<file path="config.mk">
export PLATFORM = sky130hd
export DESIGN_NAME = mdio_management_frame_master
export DESIGN_NICKNAME = d
export VERILOG_FILES = /design/src/design/mdio_mfm_pkg.sv /design/src/design/mdio_management_frame_master.sv
export SDC_FILE = /design/constraint.sdc
export NUM_CORES = 1
export LEC_CHECK = 0
export BUFFER_PORTS_ARGS = -buffer_cell sky130_fd_sc_hd__clkbuf_2
export CORE_MARGIN = 3
export CORE_UTILIZATION = 43
export CTS_BUF_LIST = sky130_fd_sc_hd__clkbuf_8
export DETAILED_ROUTE_END_ITERATION = 12
export GPL_TIMING_DRIVEN = 1
export PLACE_DENSITY = 0.61
export SETUP_SLACK_MARGIN = 0.15
export SLEW_MARGIN = 25
export SYNTH_ARGS = -nofsm -noshare
export SYNTH_HDL_FRONTEND = slang
export SYNTH_SLANG_ARGS = --single-unit
</file>
<file path="constraint.sdc">
create_clock -name clk -period 7.6 [get_ports clk]
set_clock_uncertainty 0.2 [all_clocks]
set_input_delay 0.76 -clock clk [delete_from_list [all_inputs] [get_ports clk]]
set_output_delay 0.76 -clock clk [all_outputs]
set_load 0.02 [all_outputs]
</file>
<file path="src/design/mdio_mfm_pkg.sv">
// Shared types and constants for the MDIO clause 22 frame master.
// Request and result structs, operation codes, frame field codes.
// No dependencies.
package mdio_mfm_pkg;

	typedef enum logic [1:0] {
		OP_TICK  = 2'd0,
		OP_READ  = 2'd1,
		OP_WRITE = 2'd2,
		OP_NONE  = 2'd3
	} mdio_op_t;

	typedef enum logic [1:0] {
		CFG_PHY_ADDRESS = 2'd0,
		CFG_PHASE_TICKS = 2'd1,
		CFG_SPARE2      = 2'd2,
		CFG_SPARE3      = 2'd3
	} mdio_cfg_idx_t;

	localparam logic [1:0] MDIO_ST     = 2'b01;
	localparam logic [1:0] MDIO_OP_RD  = 2'b10;
	localparam logic [1:0] MDIO_OP_WR  = 2'b01;
	localparam logic [1:0] MDIO_TA_WR  = 2'b10;
	localparam logic [1:0] MDIO_TA_RD  = 2'b00;

	typedef struct packed {
		logic [1:0]  operation;
		logic [4:0]  reg_num;
		logic [15:0] write_data;
		logic        mdio_in;
	} mdio_req_t;

	typedef struct packed {
		logic        mdc;
		logic        mdio_out;
		logic        mdio_drive;
		logic        busy_res;
		logic        done_res;
		logic [15:0] read_value;
		logic        rejected;
	} mdio_res_t;

endpackage

</file>
<file path="src/design/mdio_management_frame_master.sv">
// MDIO clause 22 management frame master, top level.
// Depends on mdio_mfm_pkg for the request and result types and codes.
//
// Usage: each request on req/req_valid/req_ready is a start read, a start
// write or a tick. A start latches the frame header (with the configured PHY
// address) and shows the pin levels of the first phase; each tick then
// advances the MDC/MDIO sequence by one tick of a quarter-bit phase. Every
// request gives exactly one result on res/res_valid/res_ready with the pin
// levels, busy, done, the read value on the done tick and a reject flag for a
// start that arrived while a frame was running.
// The result is registered, shown in the cycle after its request is taken; one
// request is taken every cycle, set by the single state update between state
// registers and the result register. When the receiver stalls, the result
// register holds; a new request is taken only when the held result is taken.
// Configuration writes on cfg_valid/cfg_ready/cfg_index/cfg_data are always
// taken; index 0 is the PHY address, index 1 the ticks per phase.
// Reset leaves the block idle, MDC low, MDIO released, phase_ticks at 2.
module mdio_management_frame_master #(
	parameter int PREAMBLE_BITS = 32
) (
	input  logic                    clk,
	input  logic                    arst_n,
	input  logic                    req_valid,
	output logic                    req_ready,
	input  mdio_mfm_pkg::mdio_req_t req,
	output logic                    res_valid,
	input  logic                    res_ready,
	output mdio_mfm_pkg::mdio_res_t res,
	input  logic                    cfg_valid,
	output logic                    cfg_ready,
	input  logic [1:0]              cfg_index,
	input  logic [7:0]              cfg_data
);
	import mdio_mfm_pkg::*;

	localparam int BW = $clog2(PREAMBLE_BITS + 34);
	localparam logic [BW-1:0] PRE_LEN  = BW'(PREAMBLE_BITS);
	localparam logic [BW-1:0] FRAME_RD = BW'(PREAMBLE_BITS + 32);
	localparam logic [BW-1:0] FRAME_WR = BW'(PREAMBLE_BITS + 33);

	logic [4:0]    phy_address_q;
	logic [7:0]    phase_ticks_q;
	mdio_op_t      kind_q, kind_n;
	logic [BW-1:0] bit_q, bit_n;
	logic [1:0]    phase_q, phase_n;
	logic [7:0]    tick_q, tick_n;
	logic [31:0]   frame_q, frame_n;
	logic [15:0]   shift_q, shift_n;
	logic          res_valid_q;
	mdio_res_t     res_q, res_n;

	logic          accept;
	logic [7:0]    limit;
	logic [7:0]    tick_inc;
	logic [BW-1:0] k_cur, k_n;
	logic [15:0]   hdr;
	logic          drv, lvl;

	assign req_ready = !res_valid_q || res_ready;
	assign accept    = req_valid && req_ready;
	assign cfg_ready = 1'b1;
	assign res_valid = res_valid_q;
	assign res       = res_q;

	always_comb begin
		kind_n   = kind_q;
		bit_n    = bit_q;
		phase_n  = phase_q;
		tick_n   = tick_q;
		frame_n  = frame_q;
		shift_n  = shift_q;
		res_n    = '0;
		limit    = (phase_ticks_q == 8'd0) ? 8'd1 : phase_ticks_q;
		tick_inc = tick_q + 8'd1;
		k_cur    = bit_q - PRE_LEN;
		hdr      = '0;
		case (mdio_op_t'(req.operation))
			OP_READ, OP_WRITE: begin
				if (kind_q != OP_TICK) begin
					res_n.rejected = 1'b1;
				end else begin
					hdr = {MDIO_ST,
						(req.operation == OP_READ) ? MDIO_OP_RD : MDIO_OP_WR,
						phy_address_q, req.reg_num,
						(req.operation == OP_WRITE) ? MDIO_TA_WR : MDIO_TA_RD};
					kind_n  = mdio_op_t'(req.operation);
					frame_n = {hdr,
						(req.operation == OP_WRITE) ? req.write_data : 16'd0};
					shift_n = '0;
					bit_n   = '0;
					phase_n = '0;
					tick_n  = '0;
				end
			end
			OP_TICK: begin
				if (kind_q != OP_TICK) begin
					tick_n = tick_inc;
					if (tick_inc >= limit) begin
						tick_n = '0;
						if (phase_q == 2'd1 && kind_q == OP_READ && bit_q >= PRE_LEN &&
						    k_cur >= BW'(15) && k_cur < BW'(31)) begin
							shift_n = {shift_q[14:0], req.mdio_in};
						end
						phase_n = phase_q + 2'd1;
						if (phase_q == 2'd3) begin
							bit_n = bit_q + BW'(1);
							if (bit_n >= ((kind_q == OP_WRITE) ? FRAME_WR : FRAME_RD)) begin
								if (kind_q == OP_READ) begin
									res_n.read_value = shift_n;
								end
								res_n.done_res = 1'b1;
								kind_n = OP_TICK;
								bit_n  = '0;
							end
						end
					end
				end
			end
			default: ;
		endcase

		k_n = bit_n - PRE_LEN;
		drv = 1'b0;
		lvl = 1'b0;
		if (bit_n < PRE_LEN) begin
			drv = 1'b1;
			lvl = 1'b1;
		end else if ((kind_n == OP_WRITE && k_n < BW'(32)) ||
		             (kind_n == OP_READ && k_n < BW'(14))) begin
			drv = 1'b1;
			lvl = frame_n[5'(5'd31 - k_n[4:0])];
		end
		if (kind_n != OP_TICK) begin
			res_n.mdc        = (phase_n == 2'd1) || (phase_n == 2'd2);
			res_n.mdio_out   = lvl;
			res_n.mdio_drive = drv;
			res_n.busy_res   = 1'b1;
		end
	end

	always_ff @(posedge clk or negedge arst_n) begin
		if (!arst_n) begin
			phy_address_q <= '0;
			phase_ticks_q <= 8'd2;
			kind_q        <= OP_TICK;
			bit_q         <= '0;
			phase_q       <= '0;
			tick_q        <= '0;
			frame_q       <= '0;
			shift_q       <= '0;
			res_valid_q   <= 1'b0;
		end else begin
			if (cfg_valid) begin
				unique case (mdio_cfg_idx_t'(cfg_index))
					CFG_PHY_ADDRESS: phy_address_q <= cfg_data[4:0];
					CFG_PHASE_TICKS: phase_ticks_q <= cfg_data;
					default: ;
				endcase
			end
			if (accept) begin
				kind_q      <= kind_n;
				bit_q       <= bit_n;
				phase_q     <= phase_n;
				tick_q      <= tick_n;
				frame_q     <= frame_n;
				shift_q     <= shift_n;
				res_valid_q <= 1'b1;
			end else if (res_ready) begin
				res_valid_q <= 1'b0;
			end
		end
	end

	always_ff @(posedge clk) begin
		if (accept) begin
			res_q <= res_n;
		end
	end

	a_idle_pins: assert property (@(posedge clk) disable iff (!arst_n)
		res_valid_q && !res_q.busy_res |-> !res_q.mdc && !res_q.mdio_drive && !res_q.mdio_out)
		else $error("idle result shows active pins");

	a_reject_busy: assert property (@(posedge clk) disable iff (!arst_n)
		res_valid_q && res_q.rejected |-> res_q.busy_res && !res_q.done_res)
		else $error("rejected start without a running frame");

	a_done_idle: assert property (@(posedge clk) disable iff (!arst_n)
		res_valid_q && res_q.done_res |-> !res_q.busy_res && kind_q == OP_TICK)
		else $error("frame end left block busy");

	a_start_busy: assert property (@(posedge clk) disable iff (!arst_n)
		accept && kind_q == OP_TICK &&
		(req.operation == OP_READ || req.operation == OP_WRITE)
		|=> kind_q != OP_TICK && res_q.busy_res && res_q.mdio_drive)
		else $error("accepted start did not open a frame");

	a_read_value: assert property (@(posedge clk) disable iff (!arst_n)
		res_valid_q && res_q.read_value != 16'd0 |-> res_q.done_res)
		else $error("read value outside a done result");

endmodule

</file>
* Yosys cells after proc, flatten, opt, wreduce, memory -nomap -nowiden *
Cells that the tools add are included.

operators by class
  reductions and logical operators = 25
  equality and inequality tests = 14
  multiplexer cells = 44
  add/sub/neg operators = 6
  order comparisons = 9

operators by type and width
  operator               count
  $mux W16               6
  $mux W32               2
  $mux W7                5
  $mux W8                4
  $pmux W16 S2           1
  $mux W2                10
  $mux W17               1
  $pmux W8 S2            1
  $lt A7 B6 Y1 const B   2
  $pmux W7 S2            1
  $sub A7 B6 Y7 const B  2
  $eq A2 B1 Y1 const B   6
  $eq A2 B2 Y1 const B   5
  $mux W1                10
  $add A8 B1 Y8 const B  1
  $ge A8 B8 Y1           1
  $logic_not A8 Y1       1
  $pmux W2 S2            2
  $reduce_and A4 Y1      2
  $reduce_bool A2 Y1     4
  $add A7 B1 Y7 const B  1
  $ge A7 B4 Y1 const B   1
  $ge A7 B6 Y1 const B   1
  $ge A7 B7 Y1           1
  15 further kinds       27

storage, ports and cells
  input bits = 39
  register bits after elaboration = 103
  logic and storage cells = 114

* Depth between registers and ports, before layout *
Gate-level depths: netlist of the first run.

  word-level depth = 14
  gate-level depth with buffers = 17
  mapped depth without buffers = 15

* Least setup slack after synthesis of the first run *
No wires, ideal clock.

  kind = register to register
  from = register tick_q[0]
  to = register res_q (netlist bit res[20]) (data pin)
  path buffers = 1
  stages on the path, launching flop included = 16
  setup time = 256 ps
  period minus slack after synthesis = 3709 ps
  slack = 3891 ps
  data required time = 7144 ps
  data arrival time = 3253 ps
  cells stage by stage = dfrtp_1 -> and3_1 -> and3_1 -> and3_1 -> xor2_1 -> ha_1 -> nand4_1 -> o31a_1 -> buf_6 -> nor4_4 -> a21oi_1 -> or3_1 -> nor4b_2 -> nor4b_2 -> nand4_1 -> o21ai_1

on the way
  word-level cells in the longest chain between the ends = 11

RTL lines
  what                                                                        RTL line                                                                  text
  start: declaration                                                          mdio_management_frame_master.sv:46                                        logic [7:0] tick_q, tick_n;
  start signal: assignment                                                    mdio_management_frame_master.sv:164                                       tick_q <= tick_n;
  $add A8 B1 Y8 (*)                                                           mdio_management_frame_master.sv:74                                        tick_inc = tick_q + 8'd1;
  $ge A8 B8 Y1 (*)                                                            mdio_management_frame_master.sv:98                                        if (tick_inc >= limit) begin
  $mux W7                                                                     mdio_management_frame_master.sv:98
  $mux W7                                                                     mdio_management_frame_master.sv:96                                        if (kind_q != OP_TICK) begin
  $pmux W7 S2                                                                 mdio_management_frame_master.sv:77                                        case (mdio_op_t'(req.operation))
  $sub A7 B6 Y7                                                               mdio_management_frame_master.sv:122                                       k_n = bit_n - PRE_LEN;
  $sub A5 B5 Y5, or another cell as far along                                 mdio_management_frame_master.sv:131                                       lvl = frame_n[5'(5'd31 - k_n[4:0])];
  $bmux W1 S5, or another cell as far along                                   mdio_management_frame_master.sv:131
  $mux W1 (not written as such) / $logic_or A1 B1 Y1 (equally long branches)  mdio_management_frame_master.sv:131, mdio_management_frame_master.sv:128
  $mux W1                                                                     mdio_management_frame_master.sv:128                                       end else if ((kind_n == OP_WRITE && k_n < BW'(32)) ||
  $mux W1                                                                     mdio_management_frame_master.sv:125                                       if (bit_n < PRE_LEN) begin
  end signal: assignment                                                      mdio_management_frame_master.sv:176                                       res_q <= res_n;
  end: declaration                                                            mdio_management_frame_master.sv:50                                        mdio_res_t res_q, res_n;

Mark *: on every way between the ends. The rest lies on a longest branch, timed or not. The select of a mux whose other input is x is not followed.
A chain may end at the register's enable or synchronous reset.

* Worst setup path after layout of the first run *
Ends and elaborated chain as after synthesis.

==> results of run 1 <==
power by group through the flow:
stage | registers [mW] | logic [mW] | clock network [mW]
final | 0.765 | 0.380 | 0.380
after global routing | 0.781 | 0.426 | 0.412
after CTS | 0.764 | 0.383 | 0.390
after detailed placement | 0.776 | 0.381 | 0
after global placement | 0.773 | 0.375 | 0
after floorplan | 0.754 | 0.294 | 0
final cells by class:
class / instances / area share [%]
clock buffers: 10 / 2.12
clock inverters: 6 / 1.19
inverters: 19 / 1.10
multi-input cells: 467 / 45.4
flip-flops and latches: 103 / 41.4
well taps: 176 / 3.39
repair buffers: 67 / 5.45
cell families after synthesis:
family / after synthesis
simple gates: 248
xor+xnor: 10
compound gates: 157
flops: 103
buf+inv: 54
fa+ha+maj: 20
other cells: 1
mux: 31
worst max-delay path, delay by kind of cell (launching register included):
family,cells,cell delay [ps]
compound gates,9,2220
simple gates,4,720
flops,1,440
fa+ha+maj,1,340
xor+xnor,1,160
flip-flops by register name (all words and copies together) (netlist names):
| register | count |
|---|---|
| shift_q | 16 |
| res_valid | 1 |
| bit_q | 7 |
| phase_q | 2 |
| kind_q | 2 |
| res | 22 |
| tick_q | 8 |
| frame_q | 32 |
| phase_ticks_q | 8 |
| phy_address_q | 5 |
metrics by stage:
stage	hold slack (ps)	area [um^2]	power (mW)	setup WS, ps	util (%)
2_1_floorplan	227	5870	1.05	3890	-
4_1_cts	244	6500	1.54	3360	48.9
6_report	204	6500	1.52	3300	48.9
3_5_place_dp	255	6290	1.16	3370	47.3
3_3_place_gp	257	6280	1.15	3300	47.2
5_1_grt	258	6500	1.62	2920	48.9
Yosys cell counts, types with 3 or more instances:
master,n,area (um^2)
a21boi_0,3,22.5
buf_2,8,40.0
buf_4,3,22.5
nand2b_1,8,50.1
a31oi_1,7,43.8
and2_1,4,25.0
o21ai_0,41,205
nand2_1,146,548
nand3_1,19,95.1
a211oi_1,5,37.5
nor4_1,4,25.0
o211ai_1,3,22.5
a22o_1,25,219
and3_1,8,50.1
inv_1,19,71.3
nand4_1,3,18.8
xnor2_1,4,35.0
o21a_1,3,22.5
a22oi_1,3,22.5
nor3_1,7,35.0
clkbuf_1,20,75.1
ha_1,20,250
nor2_1,25,93.8
o31ai_1,4,30.0
o21ai_1,3,15.0
dfrtp_1,80,2000
xor2_1,5,43.8
mux2_2,24,270
mux2i_1,6,60.1
edfxtp_1,22,661
a21oi_1,33,165
or3_1,5,31.3
metal layers:
metal	vias up	part of all wire (%)	track usage [%]
li1	2314	-	-
met1	2332	44	25.1
met4	0	1.6	6.44
met5	-	0	0
met3	20	5.6	4.75
met2	148	48	31.6
path summary, 6_finish.rpt:
path / endpoint / slack, ps / depth (start not counted)
worst max register to register: res[20]$_SDFFCE_PN0P_ / 3300 / 15
worst max-delay path: res[20]$_SDFFCE_PN0P_ / 3300 / 15
min in group clk: frame_q[30]$_DFFE_PN0P_ / 270 / 1
worst min-delay path: shift_q[0]$_DFFE_PN0P_ / 200 / 1
max in group asynchronous: res_valid$_DFFE_PN0P_ / 6450 / 1
worst min register to register: frame_q[30]$_DFFE_PN0P_ / 270 / 1
==> flow_summary.ini, run 1 <==
[floorplanning]
die-width_um = 123
die_y_um = 123
rows = 42
coreArea_um2 = 13300
initial_utilization_pct = 44.2
dieArea_um2 = 15100
io_pins = 64

[timing]
slew_headroom_pct = 37.6
timing.fmax_mhz = 233
setup_viol = 0
fin_crit_ps = 4300
rsz0062_at_grt = no
hold_viol = 0
tns_ps = 0
tightestPinTransition_ps = 933
min_period_over_period_pct = 56.5
slew_viol_final = 0

[synthesis]
synth-simple-area-share_pct = 19.7
synth_edf_count = 22
muxShareOfSynthArea_pct = 6.01
syn_nets = 683
syn_area_um2 = 5870
synth_compound_area_share_pct = 18.5
ys_ff_latch = 103
yosysSeqAreaShare_pct = 45.8
synthCells = 624
yosysUniqueCellTypes = 73
ys_async_sr_fraction_pct = 78.6
synthAdderAreaFrac_pct = 4.26
yosys.area_share.xor_xnor_pct = 1.62
synth_top_family_by_area = simple AND/OR/NAND/NOR gates
synth.avg_cell_area_um2 = 9.41
synth-main-ff-cell = dfrtp_1
synth_warnings = 0

[worst_setup_path]
worstPathRequired_ps = 7560
cp.arrival_ps = 4250
start_kind = register
startpoint = tick_q[0]$_DFFE_PN0P_
end_kind = register
critPathKind = register to register
cpMostUsedCell = and3_1
critPathMaxStageDelay_ps = 540
cpMaxStageDelayCell = o311ai_0
path_cells = and3_1 > and3_1 > and3_1 > xor2_1 > ha_1 > a21oi_1 > o21a_1 > o32ai_2 > a21oi_2 > a32o_1 > o21ai_0 > o311ai_0 > a31oi_1 > nand4_1 > o21ai_1
cp_max_fo = 10
r2r-start = tick_q[0]$_DFFE_PN0P_

[drt]
vias = 4814
vias_per_cell = 5.68
drt-initial-drc-count = 380
drtPass1Iterations = 5
avgRoutedWirePerCell_um = 16.6
ant_nets = 0
route.detailed.drc = 0
wl_mm = 14.1

[power_and_ir_drop]
p_per_area_nw_per_um2 = 234
pwr-share-comb_pct = 24.9
swShare_pct = 31.9
seqPwrFrac_pct = 50.2
irDropWorstVdd_mv = 0.136
power_frac_clock_pct = 24.9
power.switching_uw = 486
intPower_mw = 1.04
p_leak_nw = 2.76

[global_routing]
grt_use_total_pct = 19.3
antenna_found_initial = 0
grt-ovfl-total = 0
grt_pass1_wl_mm = 23.0
grt_max_degree = 82
grt_pass1_vias = 4616

[placement]
dp_hpwl_mm = 9.78
numPortBuffers = 62
gp_congestion = 0.840
dpl.cell_count = 832

[clock_tree]
htree_levels = 3
cts_tree = done
cts_resized = 0
cts_buffers = 9
clk_path_buf_depth = 2
numClockSinks = 103
clock_latency_ps = 390
holdBufCountCts = 0
cts-root-buf = clkbuf_8
cts_setup_buffers = 0
clk_pin_slew_ps = 100

[final_layout]
final_cell_mix = nand2_1, dfrtp_1, clkbuf_2, o21ai_0, a21oi_1
fill_cells = 1281
final_common_cell = nand2_1
multi_input_area_um2 = 2950
drive_gt1_share_pct = 18.6
fin_nets = 726
antenna_cells = 0
final_cells = 848
syn2layout_area_growth_pct = 10.7
ff_latch_area_um2 = 2690

[run]
cap_violations = 0

[hold_path]
hold_path_class = input port to async pin

[run_status]
status = complete, no violations
(Power assumes the default switching activity.)
==> run 2, diff against run 1 <==
--- a/config.mk
+++ b/config.mk
@@ -5,6 +5,7 @@
 export SDC_FILE = /design/constraint.sdc
 export NUM_CORES = 1
 export LEC_CHECK = 0
+export ABC_AREA = 1
 export BUFFER_PORTS_ARGS = -buffer_cell sky130_fd_sc_hd__clkbuf_2
 export CORE_MARGIN = 3
 export CORE_UTILIZATION = 43
==> constraint.sdc (replaced) <==
create_clock -name clk -period 4.5 [get_ports clk]
set_clock_uncertainty 0.2 [all_clocks]
set_input_delay 0.45 -clock clk [delete_from_list [all_inputs] [get_ports clk]]
set_output_delay 0.45 -clock clk [all_outputs]
set_load 0.02 [all_outputs]
==> run 2 against run 1 <==
  * Non-clock buffer count is 4 higher
  * Worst hold slack got worse by 110 ps
  * Critical path type unchanged
  * Clock-buffer cell count fell by 1
  * Largest power group unchanged
  * Clock power rose by 58%
  * Sequential power up 56%
  * Highest routed layer unchanged
==> flow_summary.ini, run 2 <==
[global_routing]
grt_max_degree = 50
antenna_found_initial = 0
grt-ovfl-total = 0
grt_pass1_vias = 4699
grt_use_total_pct = 18.3
grt_pass1_wl_mm = 22.1

[clock_tree]
cts_buffers = 9
clk_path_buf_depth = 2
clock_latency_ps = 390
cts_setup_buffers = 0
htree_levels = 3
cts-root-buf = clkbuf_8
clk_pin_slew_ps = 100
cts_tree = done
numClockSinks = 103

[synthesis]
synthAdderAreaFrac_pct = 4.30
synth_warnings = 0
yosysUniqueCellTypes = 41
synth_edf_count = 22
synth_compound_area_share_pct = 13.9
syn_nets = 792
muxShareOfSynthArea_pct = 2.06
ys_top_cells_by_count = nand2_1, inv_1, dfrtp_1
synthTopCellsByArea = dfrtp_1, nand2_1, edfxtp_1
synthCells = 733
synth-simple-area-share_pct = 23.7
ys_ff_latch = 103
synth_top_area_share_pct = 34.4
yosys.area_share.xor_xnor_pct = 0.902
syn_area_um2 = 5830
synth-main-ff-cell = dfrtp_1
synth.avg_cell_area_um2 = 7.95
synth_top_family_by_area = simple AND/OR/NAND/NOR gates
ys_async_sr_fraction_pct = 78.6
yosysMostFrequentCell = nand2_1
yosys.area.top_type = dfrtp_1
yosysSeqAreaShare_pct = 46.2

[timing]
setup_viol = 0
timing.fmax_mhz = 261
timing.hold.ws_ps = 94.2
tightestPinTransition_ps = 533
min_period_over_period_pct = 85.2
rsz0062_at_grt = no
setup_slack_ps = 664
slew_headroom_pct = 64.4
hold_viol = 0
tns_ps = 0
slew_viol_final = 0
fin_crit_ps = 3840

[worst_setup_path]
critPathKind = register to register
worstPathRequired_ps = 4450
start_kind = register
cp_num_buf_inv = 2
crit_family = simple AND/OR/NAND/NOR gates
cp.arrival_ps = 3780
cpMaxStageDelayCell = dfrtp_1
critPathMaxStageDelay_ps = 400
cpMostUsedCell = nand2_1
cp_max_fo = 17
path_cells = inv_1 > nor3_2 > nand4_1 > nor2_1 > xor2_1 > inv_1 > ha_1 > nand2_1 > nor2_1 > nand4_1 > nand3_1 > nand3_1 > nand2_1 > nand3_4 > nand2_8 > nand2_1 > nand2_1 > nand2_1 > nand3_1 > nand2_1 > nand2_1 > nand3_1 > nand3_1 > nand2_1
end_kind = register

[placement]
placed_area_um2 = 6290
dp_slack_ps = 517
gp_congestion = 0.923
numPortBuffers = 62
dp_hpwl_mm = 9.42

[final_layout]
fin_nets = 845
final_common_cell = nand2_1
largest_register_ffs = 32
final_area_um2 = 6520
drive_gt1_share_pct = 13.3
top_register = frame_q
syn2layout_area_growth_pct = 11.9
final_cell_mix = nand2_1, inv_1, dfrtp_1, o21ai_0, nand3_1
antenna_cells = 0

[floorplanning]
dieArea_um2 = 15000
initial_utilization_pct = 45.1
io_pins = 64
die_y_um = 122
rows = 41
die-width_um = 122
coreArea_um2 = 12900

[run]
cap_violations = 0

[drt]
vias = 4978
ant_nets = 0
drt-initial-drc-count = 361
drtPass1Iterations = 5
avgRoutedWirePerCell_um = 13.4
vias_per_cell = 5.17
route.detailed.drc = 0
wl_mm = 12.9

[power_and_ir_drop]
p_per_area_nw_per_um2 = 378
power_mw = 2.46
irDropWorstVdd_mv = 0.262
p_leak_nw = 3.14

[run_status]
status = complete, no violations

[hold_path]
hold_path_class = input port to register
[run 2: cell types whose count changed in the layout (fill, tap and decap cells not counted), moves of 8 or more]
cell,change
and3_1,-8
o31ai_1,+14
a22o_1,-25
a21oi_1,-15
inv_1,+76
mux2_2,-24
nor2_1,+25
o21ai_0,+38
nand2b_1,-8
nand3_1,+48
o22ai_1,+14
nand2_1,+34
[run 2: final cells by class]
cell class / instances / area, um^2
clock buffer: 9 / 124
clock inverter: 7 / 73.8
fill: 1297 / 6410
inverter: 99 / 372
multi-input combinational: 502 / 2640
sequential: 103 / 2690
tap: 172 / 215
timing repair buffer: 71 / 403
[run 2: per-stage QoR]
step	std cells	utilization, %
5_1_grt	963	50.4
4_1_cts	963	50.2
3_5_place_dp	946	48.6
3_3_place_gp	945	48.4
6_report	963	50.4
2_1_floorplan	733	-
[run 2: report_power, final]
group	total, mW	internal, mW	switching (mW)
clock network	0.599	0.259	0.340
logic	0.674	0.246	0.429
registers	1.19	1.11	0.0848
[run 2: per-layer routing]
metal	up-vias	share of wire [%]	routed length (um)	track usage (%)
li1	2510	-	-	-
met1	2335	51	6520	26.6
met2	121	44	5670	27.0
met3	12	4.5	579	3.82
met4	0	1.1	141	6.37
met5	-	0	0	0
[run 2: path summary, 6_finish.rpt]
check / depth (start not counted) / startpoint / slack, ps / to
worst max-delay path: 24 / tick_q[2]$_DFFE_PN0P_ / 660 / res[20]$_SDFFCE_PN0P_
worst min-delay path: 3 / cfg_data[1] / 90 / phase_ticks_q[1]$_DFFE_PN1P_
worst max register to register: 24 / tick_q[2]$_DFFE_PN0P_ / 660 / res[20]$_SDFFCE_PN0P_
worst min register to register: 2 / frame_q[30]$_DFFE_PN0P_ / 280 / frame_q[30]$_DFFE_PN0P_
max in group asynchronous: 3 / arst_n / 3070 / phase_ticks_q[1]$_DFFE_PN1P_
min in group asynchronous: 2 / arst_n / 360 / shift_q[9]$_DFFE_PN0P_
[run 2: cell families (layout without fill, tap and decap cells)]
kind of cell / count (synthesis) / count (layout)
flops: 103 / 103
other cells: 1 / 1
mux: 12 / 12
compound gates: 141 / 141
simple gates: 322 / 322
fa+ha+maj: 20 / 20
xor+xnor: 6 / 6
buf+inv: 128 / 186
[run 2: repair_timing]
action                                  4_1_cts  5_1_grt
hold buffers                                  1        0
resized for setup                             0        4
hold endpoints to repair                     32        0
endpoints found under the setup margin        0        2
[run 2: worst min-delay path: cells and delay by family]
family	cells	cell delay [ps]
AOI/OAI and AO/OA	1	80
buffers and inverters	2	140
